`src/rtl/rzcp_pkg.sv`:
```
`default_nettype none

package rzcp_pkg;

    localparam int TIME_W     = 32;
    localparam int VAL_W      = 16;
    localparam int PER_W      = 24;
    localparam int CNT_W      = 13;
    localparam int SUM_W      = 48;
    localparam int MEAN_W     = 32;
    localparam int PROD_W     = PER_W + CNT_W;
    localparam int PH_W       = SUM_W + 2;
    localparam int DIVIDEND_W = 48;
    localparam int DIVISOR_W  = 16;
    localparam int STEP_W     = $clog2(DIVIDEND_W);

    localparam logic [PER_W-1:0] PERIOD_RESET = 24'd5851;
    localparam int MAX_SAMPLES_DEF = 4096;
    localparam int CNT_LIMIT       = 8191;

    typedef enum logic [3:0] {
        ST_IDLE,
        ST_MUL,
        ST_OFF_START,
        ST_OFF_WAIT,
        ST_ADD,
        ST_SUB,
        ST_ACC,
        ST_FIN,
        ST_MEAN_START,
        ST_MEAN_WAIT,
        ST_SAT,
        ST_OUT
    } rzcp_state_t;

    typedef struct packed {
        logic load;
        logic mul;
        logic div_start;
        logic div_mean;
        logic add;
        logic sub;
        logic acc;
        logic sat;
        logic load_out;
    } rzcp_cmd_t;

    typedef struct packed {
        logic cross_in;
        logic last_in;
        logic last;
        logic count_zero;
        logic div_done;
        logic out_free;
    } rzcp_status_t;

endpackage

`default_nettype wire

```
`src/rtl/rzcp_div.sv`:
```
`default_nettype none

module rzcp_div (
    input  wire logic                            clk,
    input  wire logic                            rst_n,
    input  wire logic                            start,
    input  wire logic [rzcp_pkg::DIVIDEND_W-1:0] dividend,
    input  wire logic [rzcp_pkg::DIVISOR_W-1:0]  divisor,
    output logic                                 done,
    output logic [rzcp_pkg::DIVIDEND_W-1:0]      quotient
);
    import rzcp_pkg::*;

    logic [DIVIDEND_W-1:0] quot_reg, quot_next;
    logic [DIVISOR_W-1:0]  rem_reg, rem_next;
    logic [DIVISOR_W-1:0]  div_reg, div_next;
    logic [STEP_W-1:0]     cnt_reg, cnt_next;
    logic                  busy_reg, busy_next;
    logic                  done_reg, done_next;
    logic [DIVISOR_W:0]    shifted;
    logic [DIVISOR_W:0]    trial;
    logic                  fits;

    // One quotient bit per cycle, restoring form.
    always_comb
    begin
        shifted   = {rem_reg, quot_reg[DIVIDEND_W-1]};
        trial     = shifted - {1'b0, div_reg};
        fits      = ~trial[DIVISOR_W];
        quot_next = quot_reg;
        rem_next  = rem_reg;
        div_next  = div_reg;
        cnt_next  = cnt_reg;
        busy_next = busy_reg;
        done_next = 1'b0;
        if (start)
        begin
            quot_next = dividend;
            rem_next  = '0;
            div_next  = divisor;
            cnt_next  = '0;
            busy_next = 1'b1;
        end
        else if (busy_reg)
        begin
            quot_next = {quot_reg[DIVIDEND_W-2:0], fits};
            rem_next  = fits ? trial[DIVISOR_W-1:0] : shifted[DIVISOR_W-1:0];
            cnt_next  = cnt_reg + 1'b1;
            if (cnt_reg == STEP_W'(DIVIDEND_W - 1))
            begin
                busy_next = 1'b0;
                done_next = 1'b1;
            end
        end
    end

    always_ff @(posedge clk or negedge rst_n)
    begin
        if (!rst_n)
        begin
            quot_reg <= '0;
            rem_reg  <= '0;
            div_reg  <= '0;
            cnt_reg  <= '0;
            busy_reg <= 1'b0;
            done_reg <= 1'b0;
        end
        else
        begin
            quot_reg <= quot_next;
            rem_reg  <= rem_next;
            div_reg  <= div_next;
            cnt_reg  <= cnt_next;
            busy_reg <= busy_next;
            done_reg <= done_next;
        end
    end

    assign done     = done_reg;
    assign quotient = quot_reg;

`ifndef NO_ASSERTIONS
    a_no_restart: assert property (@(posedge clk) disable iff (!rst_n)
        start |-> !busy_reg)
        else $error("Divider started while a division was in progress.");

    a_done_after_busy: assert property (@(posedge clk) disable iff (!rst_n)
        done_reg |-> $past(busy_reg) && !busy_reg)
        else $error("Divider finished without having been busy.");
`endif

endmodule

`default_nettype wire

```
`src/rtl/rzcp_dp.sv`:
```
`default_nettype none

module rzcp_dp #(
    parameter int MAX_SAMPLES = rzcp_pkg::MAX_SAMPLES_DEF
) (
    input  wire logic                              clk,
    input  wire logic                              rst_n,
    input  wire logic                              cfg_write,
    input  wire logic [rzcp_pkg::PER_W-1:0]        cfg_data,
    input  wire logic [rzcp_pkg::TIME_W-1:0]       sample_time,
    input  wire logic signed [rzcp_pkg::VAL_W-1:0] sample_value,
    input  wire logic                              last_sample,
    input  wire rzcp_pkg::rzcp_cmd_t               cmd,
    output rzcp_pkg::rzcp_status_t                 status,
    input  wire logic                              out_stall,
    output logic                                   out_valid,
    output logic signed [rzcp_pkg::MEAN_W-1:0]     mean_phase,
    output logic [rzcp_pkg::CNT_W-1:0]             crossing_count,
    output logic                                   none_found
);
    import rzcp_pkg::*;

    localparam int CAP_INT = (MAX_SAMPLES < CNT_LIMIT) ? MAX_SAMPLES : CNT_LIMIT;
    localparam logic [CNT_W-1:0] COUNT_CAP = CNT_W'(CAP_INT);
    localparam logic signed [SUM_W+2:0] SUM_HI = {4'b0000, {(SUM_W-1){1'b1}}};
    localparam logic signed [SUM_W+2:0] SUM_LO = {4'b1111, {(SUM_W-1){1'b0}}};
    localparam logic signed [DIVIDEND_W:0] MEAN_HI =
        {{(DIVIDEND_W-MEAN_W+2){1'b0}}, {(MEAN_W-1){1'b1}}};
    localparam logic signed [DIVIDEND_W:0] MEAN_LO =
        {{(DIVIDEND_W-MEAN_W+2){1'b1}}, {(MEAN_W-1){1'b0}}};

    logic [PER_W-1:0]         period_reg, period_next;
    logic [TIME_W-1:0]        prev_time_reg, prev_time_next;
    logic signed [VAL_W-1:0]  prev_value_reg, prev_value_next;
    logic                     have_prev_reg, have_prev_next;
    logic [CNT_W-1:0]         count_reg, count_next;
    logic signed [SUM_W-1:0]  sum_reg, sum_next;
    logic                     last_reg, last_next;
    logic [TIME_W-1:0]        base_time_reg, base_time_next;
    logic [TIME_W-1:0]        dt_reg, dt_next;
    logic [VAL_W-1:0]         negv_reg, negv_next;
    logic [DIVISOR_W-1:0]     den_reg, den_next;
    logic [DIVIDEND_W-1:0]    num_reg, num_next;
    logic [PROD_W-1:0]        prod_reg, prod_next;
    logic [PH_W-1:0]          add_reg, add_next;
    logic signed [PH_W-1:0]   phase_reg, phase_next;
    logic                     mean_neg_reg, mean_neg_next;
    logic signed [MEAN_W-1:0] mean_reg, mean_next;
    logic                     out_valid_reg, out_valid_next;
    logic signed [MEAN_W-1:0] mean_out_reg, mean_out_next;
    logic [CNT_W-1:0]         count_out_reg, count_out_next;
    logic                     none_out_reg, none_out_next;

    logic [DIVIDEND_W-1:0]    div_dividend;
    logic [DIVISOR_W-1:0]     div_divisor;
    logic [DIVIDEND_W-1:0]    div_quot;
    logic                     div_done;
    logic [DIVIDEND_W-1:0]    sum_mag;
    logic signed [SUM_W+2:0]  acc_wide;
    logic signed [DIVIDEND_W:0] mean_wide;
    logic                     out_free;

    assign out_free = !out_valid_reg || !out_stall;

    // The divider serves the interpolation and the final mean in turn.
    assign sum_mag      = sum_reg[SUM_W-1] ? DIVIDEND_W'(-sum_reg) : DIVIDEND_W'(sum_reg);
    assign div_dividend = cmd.div_mean ? sum_mag : num_reg;
    assign div_divisor  = cmd.div_mean ? DIVISOR_W'(count_reg) : den_reg;

    rzcp_div u_div (
        .clk      (clk),
        .rst_n    (rst_n),
        .start    (cmd.div_start),
        .dividend (div_dividend),
        .divisor  (div_divisor),
        .done     (div_done),
        .quotient (div_quot)
    );

    assign acc_wide  = (SUM_W+3)'(sum_reg) + (SUM_W+3)'(phase_reg);
    assign mean_wide = mean_neg_reg ? -$signed({1'b0, div_quot}) : $signed({1'b0, div_quot});

    always_comb
    begin
        status.cross_in   = have_prev_reg && (prev_value_reg < 0) && (sample_value > 0)
                            && (count_reg < COUNT_CAP);
        status.last_in    = last_sample;
        status.last       = last_reg;
        status.count_zero = (count_reg == '0);
        status.div_done   = div_done;
        status.out_free   = out_free;
    end

    always_comb
    begin
        period_next     = cfg_write ? cfg_data : period_reg;
        prev_time_next  = prev_time_reg;
        prev_value_next = prev_value_reg;
        have_prev_next  = have_prev_reg;
        count_next      = count_reg;
        sum_next        = sum_reg;
        last_next       = last_reg;
        base_time_next  = base_time_reg;
        dt_next         = dt_reg;
        negv_next       = negv_reg;
        den_next        = den_reg;
        num_next        = num_reg;
        prod_next       = prod_reg;
        add_next        = add_reg;
        phase_next      = phase_reg;
        mean_neg_next   = mean_neg_reg;
        mean_next       = mean_reg;
        out_valid_next  = out_valid_reg && out_stall;
        mean_out_next   = mean_out_reg;
        count_out_next  = count_out_reg;
        none_out_next   = none_out_reg;

        if (cmd.load)
        begin
            // Keep the earlier sample for the interpolation, then advance.
            base_time_next  = prev_time_reg;
            dt_next         = sample_time - prev_time_reg;
            negv_next       = VAL_W'(-prev_value_reg);
            den_next        = DIVISOR_W'(sample_value - prev_value_reg);
            last_next       = last_sample;
            prev_time_next  = sample_time;
            prev_value_next = sample_value;
            have_prev_next  = 1'b1;
        end
        if (cmd.mul)
        begin
            num_next  = DIVIDEND_W'(negv_reg) * DIVIDEND_W'(dt_reg);
            prod_next = PROD_W'(period_reg) * PROD_W'(count_reg);
        end
        if (cmd.div_start && cmd.div_mean)
        begin
            mean_neg_next = sum_reg[SUM_W-1];
        end
        if (cmd.add)
        begin
            add_next = PH_W'(base_time_reg) + PH_W'(div_quot);
        end
        if (cmd.sub)
        begin
            phase_next = $signed(add_reg - PH_W'(prod_reg));
        end
        if (cmd.acc)
        begin
            if (acc_wide > SUM_HI)
            begin
                sum_next = SUM_HI[SUM_W-1:0];
            end
            else if (acc_wide < SUM_LO)
            begin
                sum_next = SUM_LO[SUM_W-1:0];
            end
            else
            begin
                sum_next = acc_wide[SUM_W-1:0];
            end
            count_next = count_reg + 1'b1;
        end
        if (cmd.sat)
        begin
            if (mean_wide > MEAN_HI)
            begin
                mean_next = MEAN_HI[MEAN_W-1:0];
            end
            else if (mean_wide < MEAN_LO)
            begin
                mean_next = MEAN_LO[MEAN_W-1:0];
            end
            else
            begin
                mean_next = mean_wide[MEAN_W-1:0];
            end
        end
        if (cmd.load_out)
        begin
            out_valid_next  = 1'b1;
            mean_out_next   = (count_reg == '0) ? '0 : mean_reg;
            count_out_next  = count_reg;
            none_out_next   = (count_reg == '0);
            // The waveform is finished; start the next one from scratch.
            prev_time_next  = '0;
            prev_value_next = '0;
            have_prev_next  = 1'b0;
            count_next      = '0;
            sum_next        = '0;
        end
    end

    always_ff @(posedge clk or negedge rst_n)
    begin
        if (!rst_n)
        begin
            period_reg     <= PERIOD_RESET;
            prev_time_reg  <= '0;
            prev_value_reg <= '0;
            have_prev_reg  <= 1'b0;
            count_reg      <= '0;
            sum_reg        <= '0;
            last_reg       <= 1'b0;
            out_valid_reg  <= 1'b0;
        end
        else
        begin
            period_reg     <= period_next;
            prev_time_reg  <= prev_time_next;
            prev_value_reg <= prev_value_next;
            have_prev_reg  <= have_prev_next;
            count_reg      <= count_next;
            sum_reg        <= sum_next;
            last_reg       <= last_next;
            out_valid_reg  <= out_valid_next;
        end
    end

    always_ff @(posedge clk)
    begin
        base_time_reg <= base_time_next;
        dt_reg        <= dt_next;
        negv_reg      <= negv_next;
        den_reg       <= den_next;
        num_reg       <= num_next;
        prod_reg      <= prod_next;
        add_reg       <= add_next;
        phase_reg     <= phase_next;
        mean_neg_reg  <= mean_neg_next;
        mean_reg      <= mean_next;
        mean_out_reg  <= mean_out_next;
        count_out_reg <= count_out_next;
        none_out_reg  <= none_out_next;
    end

    assign out_valid      = out_valid_reg;
    assign mean_phase     = mean_out_reg;
    assign crossing_count = count_out_reg;
    assign none_found     = none_out_reg;

`ifndef NO_ASSERTIONS
    a_count_capped: assert property (@(posedge clk) disable iff (!rst_n)
        count_reg <= COUNT_CAP)
        else $error("Crossing count ran past its cap.");

    a_cleared_after_result: assert property (@(posedge clk) disable iff (!rst_n)
        cmd.load_out |=> (count_reg == '0) && (sum_reg == '0) && !have_prev_reg)
        else $error("Waveform state not cleared after a result was loaded.");

    a_none_is_zero: assert property (@(posedge clk) disable iff (!rst_n)
        (out_valid_reg && none_out_reg) |-> (mean_out_reg == '0) && (count_out_reg == '0))
        else $error("Empty waveform reported a nonzero mean or count.");
`endif

endmodule

`default_nettype wire

```
`src/rtl/rzcp_ctrl.sv`:
```
`default_nettype none

module rzcp_ctrl (
    input  wire logic                   clk,
    input  wire logic                   rst_n,
    input  wire logic                   in_valid,
    output logic                        in_stall,
    input  wire rzcp_pkg::rzcp_status_t status,
    output rzcp_pkg::rzcp_cmd_t         cmd
);
    import rzcp_pkg::*;

    rzcp_state_t state_reg, state_next;

    always_comb
    begin
        state_next = state_reg;
        unique case (state_reg)
            ST_IDLE:
            begin
                if (in_valid)
                begin
                    if (status.cross_in)
                    begin
                        state_next = ST_MUL;
                    end
                    else if (status.last_in)
                    begin
                        state_next = ST_FIN;
                    end
                end
            end
            ST_MUL:        state_next = ST_OFF_START;
            ST_OFF_START:  state_next = ST_OFF_WAIT;
            ST_OFF_WAIT:   state_next = status.div_done ? ST_ADD : ST_OFF_WAIT;
            ST_ADD:        state_next = ST_SUB;
            ST_SUB:        state_next = ST_ACC;
            ST_ACC:        state_next = status.last ? ST_FIN : ST_IDLE;
            ST_FIN:        state_next = status.count_zero ? ST_OUT : ST_MEAN_START;
            ST_MEAN_START: state_next = ST_MEAN_WAIT;
            ST_MEAN_WAIT:  state_next = status.div_done ? ST_SAT : ST_MEAN_WAIT;
            ST_SAT:        state_next = ST_OUT;
            ST_OUT:        state_next = status.out_free ? ST_IDLE : ST_OUT;
            default:       state_next = ST_IDLE;
        endcase
    end

    always_comb
    begin
        cmd      = '0;
        in_stall = 1'b1;
        unique case (state_reg)
            ST_IDLE:
            begin
                in_stall = 1'b0;
                cmd.load = in_valid;
            end
            ST_MUL:        cmd.mul = 1'b1;
            ST_OFF_START:  cmd.div_start = 1'b1;
            ST_OFF_WAIT:   ;
            ST_ADD:        cmd.add = 1'b1;
            ST_SUB:        cmd.sub = 1'b1;
            ST_ACC:        cmd.acc = 1'b1;
            ST_FIN:        ;
            ST_MEAN_START:
            begin
                cmd.div_start = 1'b1;
                cmd.div_mean  = 1'b1;
            end
            ST_MEAN_WAIT:  cmd.div_mean = 1'b1;
            ST_SAT:        cmd.sat = 1'b1;
            ST_OUT:        cmd.load_out = status.out_free;
            default:       ;
        endcase
    end

    always_ff @(posedge clk or negedge rst_n)
    begin
        if (!rst_n)
        begin
            state_reg <= ST_IDLE;
        end
        else
        begin
            state_reg <= state_next;
        end
    end

endmodule

`default_nettype wire

```
`src/rtl/rising_zero_crossing_phase.sv`:
```
`default_nettype none

// Rising zero-crossing phase estimator. Samples (time, amplitude) arrive one
// transaction at a time; last_sample marks the end of a waveform. Wherever a
// negative sample is followed by a positive one, up to min(MAX_SAMPLES, 8191)
// crossings, the crossing time is found by linear interpolation, folded by
// the crossing index times crossing_period and summed. The final sample
// yields one result: the mean folded crossing time (truncated toward zero,
// saturated to 32 bits), the crossing count, and none_found when nothing
// crossed. Other non-last samples are taken straight from idle; a crossing
// steps through multiply, divide, add, subtract and accumulate. A waveform's
// end divides for the mean and saturates it (skipped when nothing crossed),
// then waits while the output register is still full. The interpolation and
// the final mean share one one-bit-per-cycle 48-bit divider (48 steps). The
// result sits in an output register, so the next waveform may start while it
// waits. crossing_period may be written only while the block is idle.
module rising_zero_crossing_phase #(
    parameter int MAX_SAMPLES = rzcp_pkg::MAX_SAMPLES_DEF
) (
    input  wire logic                              clk,
    input  wire logic                              rst_n,
    input  wire logic                              cfg_write,
    input  wire logic [rzcp_pkg::PER_W-1:0]        cfg_data,
    input  wire logic                              in_valid,
    output logic                                   in_stall,
    input  wire logic [rzcp_pkg::TIME_W-1:0]       sample_time,
    input  wire logic signed [rzcp_pkg::VAL_W-1:0] sample_value,
    input  wire logic                              last_sample,
    output logic                                   out_valid,
    input  wire logic                              out_stall,
    output logic signed [rzcp_pkg::MEAN_W-1:0]     mean_phase,
    output logic [rzcp_pkg::CNT_W-1:0]             crossing_count,
    output logic                                   none_found
);
    import rzcp_pkg::*;

    rzcp_cmd_t    cmd;
    rzcp_status_t status;

    rzcp_ctrl u_ctrl (
        .clk      (clk),
        .rst_n    (rst_n),
        .in_valid (in_valid),
        .in_stall (in_stall),
        .status   (status),
        .cmd      (cmd)
    );

    rzcp_dp #(
        .MAX_SAMPLES (MAX_SAMPLES)
    ) u_dp (
        .clk            (clk),
        .rst_n          (rst_n),
        .cfg_write      (cfg_write),
        .cfg_data       (cfg_data),
        .sample_time    (sample_time),
        .sample_value   (sample_value),
        .last_sample    (last_sample),
        .cmd            (cmd),
        .status         (status),
        .out_stall      (out_stall),
        .out_valid      (out_valid),
        .mean_phase     (mean_phase),
        .crossing_count (crossing_count),
        .none_found     (none_found)
    );

endmodule

`default_nettype wire
```
`config.mk`:
```
export PLATFORM = sky130hd
export DESIGN_NAME = rising_zero_crossing_phase
export DESIGN_NICKNAME = d
export VERILOG_FILES = /design/src/rtl/rzcp_pkg.sv /design/src/rtl/rzcp_div.sv /design/src/rtl/rzcp_dp.sv /design/src/rtl/rzcp_ctrl.sv /design/src/rtl/rising_zero_crossing_phase.sv
export SDC_FILE = /design/constraint.sdc
export NUM_CORES = 2
export LEC_CHECK = 0
export ABC_AREA = 1
export BUFFER_PORTS_ARGS = -buffer_cell sky130_fd_sc_hd__buf_2
export CORE_MARGIN = 1.5
export CORE_UTILIZATION = 60
export CTS_CLUSTER_DIAMETER = 60
export CTS_CLUSTER_SIZE = 40
export DETAILED_ROUTE_END_ITERATION = 10
export GPL_ROUTABILITY_DRIVEN = 0
export MAX_ROUTING_LAYER = met4
export PLACE_DENSITY_LB_ADDON = 0.1
export SYNTH_ARGS = -nofsm -noshare
export SYNTH_HDL_FRONTEND = slang
export SYNTH_SLANG_ARGS = --single-unit
```
`constraint.sdc`:
```
create_clock -name clk -period 18.7 [get_ports clk]
set_clock_uncertainty 0.2 [all_clocks]
set_input_delay 1.87 -clock clk [delete_from_list [all_inputs] [get_ports clk]]
set_output_delay 1.87 -clock clk [all_outputs]
set_load 0.05 [all_outputs]
```
==> out/results.ini <==
[yosys]
synthAdderAreaFrac=0.287
syn_nets=9121
ys_ff_latch=587
synth_mux_area_frac=0.00427
yosysWarnings=0
yosys.area_share.simple=0.199
synthTopCellsByArea=fa_1 (21%), edfxtp_1 (17%), nand2_1 (13%), inv_1 (9.8%), dfrtp_1 (8.7%)
syn_avg_cell_area_um2=7.93
syn_inst=7988
synth_cell_type_count=60
ys_seq_area_frac=0.260
ys_async_sr_fraction=0.388
synth_flop_cell=edfxtp_1
synth-edff-count=359
synth_common_cells=nand2_1 (2,116), inv_1 (1,659), fa_1 (666), nor2_1 (519), ha_1 (389)
synth_xor_xnor_area_share=0.0467
yosysMostFrequentCell=nand2_1
synth_top_family_by_area=adder cells
netlist_area_um2=63400
synth_compound_area_frac=0.0836
synth_top_cell_area_share=0.210
yosysTopAreaCell=fa_1

[power]
p_total_mw=5.72
p_leak_nw=35.2
ir_drop_mv=0.335
powerDensity_nw_per_um2=85.4

[global_route]
grt-ovfl-total=0
antenna_found_initial=17
grt_usage=0.361
grt_pass1_vias=51200
grt_pass1_wl_um=291000
grt_start_max_net_pins=99

[critical_path]
slowest_delay_ps=1250
crit_cells=21
critPathArrivalTime_ps=7330
crit_path_start_kind=flip-flop
required_ps=18920
cp_max_fo=32
worst-r2r-cell-count=21
crit_path_cell_trace=nand2_1 -> fa_1 -> inv_1 -> fa_1 -> fa_1 -> fa_1 -> fa_1 -> inv_1 -> fa_1 -> inv_1 -> ha_1 -> nand2_1 -> nor2_1 -> inv_1 -> nor2_1 -> inv_1 -> nor3_1 -> nand3_1 -> nand3_1 -> a21oi_1 -> xnor2_1
critPathCaptureType=flip-flop
slowest_stage=edfxtp_1
crit_top_cell=fa_1
path_class=flip-flop to flip-flop
cp_top_family=adder cells
critPathBufInv=5

[floorplanning]
initial_core_util=0.604
rows=119
fp.dieH_um=328
io_pins=126
die-area_um2=108000
core_area_um2=105000
die_w_um=328

[cells_and_area]
nets=9068
area_growth_pct=5.70
fillers=9221
final_cell_area_um2=67000
instances_no_fill=9382
drive_gt1_frac=0.0544
largest_register_ffs=50

[timing]
setup-tns-final_ps=0
worst_slew_pin_slew_ps=1350
hold_slack_ps=252
slew_violations=0
slew-limit-headroom=0.102
period_minus_slack_ps=7120
final-hold-violation-count=0
rsz0062_at_grt=no
fmaxAchievable_mhz=140
finalCritPeriodShare=0.381
finalSetupViolCount=0

[clocking]
ctsHoldBuffers=0
cts_setup_buffers=0
clock_sinks=587
cts_root_buffer=clkbuf_16
clockBufferDepth=3
insertion_delay_ps=680
cts_buffers=54
post_cts_resized=0
path_clk_slew_ps=90
htreeDepth=2
cts_tree=done

[placed_design]
placed_cell_area_um2=64900
dp_hpwl_um=149000
place_inst=9270
io_buffers=125

[run_status]
status=complete, no violations

[drt]
vias=53000
drc_errors=0
drt-pass1-iter-count=9
via_per_inst=5.65
drt_wl_total_um=186000
drtIter0Drc=5701
ant_nets=0
routedWlPerCell_um=19.9

[job]
maxCapViolCount=0

[worst_hold_path]
holdPathStages=0
min_path_type=flip-flop to flip-flop

through the flow:
stage | worst slack [ps] | util
final | 11580 | 0.638
after global routing | 11210 | 0.638
after CTS | 11680 | 0.638
after detailed placement | 11690 | 0.618
after global placement | 11760 | 0.618
after floorplan | 12570 | -
worst paths after layout:
kind                                                end  slack [ps]                    from
worst max-delay path                   u_dp.num_reg[46]       11580       u_dp.negv_reg[11]
worst min-delay path             u_dp.base_time_reg[21]         250  u_dp.prev_time_reg[21]
worst max register to register         u_dp.num_reg[46]       11580       u_dp.negv_reg[11]
worst min register to register   u_dp.base_time_reg[21]         250  u_dp.prev_time_reg[21]
max in group asynchronous       u_dp.prev_value_reg[13]       14910                   rst_n
min in group asynchronous              u_dp.sum_reg[11]        1000                   rst_n
cell families (layout without fill, tap and decap cells):
logic type	after synthesis	in the layout
mux	24	24
simple gates	3112	3112
compound gates	915	915
other cells	0	12
flops	587	587
xor+xnor	338	338
buf+inv	1957	1948
fa+ha+maj	1055	1055
final cells by class:
type,count,area [um^2],area share
Multi-Input combinational cell,5444,39400,0.588
Timing Repair Buffer,170,973,0.0145
Clock inverter,41,611,0.00912
Sequential cell,587,16500,0.246
Antenna cell,12,30.0,0.000448
Clock buffer,59,1420,0.0212
Tap cell,1391,1740,0.0260
Inverter,1678,6300,0.0941
cell usage in the layout (no fill, tap or decap), types with 17 or more instances in the layout:
master / synthesis / final
inv_1: 1659 / 1656
xor2_1: 245 / 245
nor4_1: 28 / 28
or2_2: 17 / 17
o21ai_0: 253 / 253
xnor2_1: 93 / 93
o211ai_1: 60 / 60
nor2_2: 25 / 28
o21bai_1: 32 / 32
a21o_1: 24 / 24
nand2_1: 2116 / 2116
ha_1: 389 / 389
dfrtp_1: 219 / 219
buf_2: 14 / 124
o22ai_1: 31 / 31
clkbuf_16: 0 / 56
mux2_2: 24 / 24
inv_2: 16 / 18
buf_4: 10 / 45
nor3_1: 73 / 73
nand4_1: 42 / 42
a21oi_1: 356 / 356
nand2_2: 45 / 45
nand3_1: 206 / 206
fa_1: 666 / 666
nor2_1: 519 / 511
edfxtp_1: 359 / 359
a22oi_1: 17 / 17
o221ai_1: 39 / 39
a31oi_1: 41 / 41
per-layer routing:
| layer | share of wire | up-vias | global-route usage |
|---|---|---|---|
| li1 | - | 24600 | - |
| met5 | 0 | - | - |
| met4 | 0.043 | 0 | 0.131 |
| met3 | 0.098 | 437 | 0.0620 |
| met1 | 0.42 | 25400 | 0.499 |
| met2 | 0.44 | 2637 | 0.537 |
where the power goes:
group          switching (mW)  internal (mW)  total, mW
clock network           0.621          0.633       1.25
logic                    1.84           1.05       2.89
registers              0.0332           1.55       1.58
Note: power is estimated with default switching activity, not from simulation.
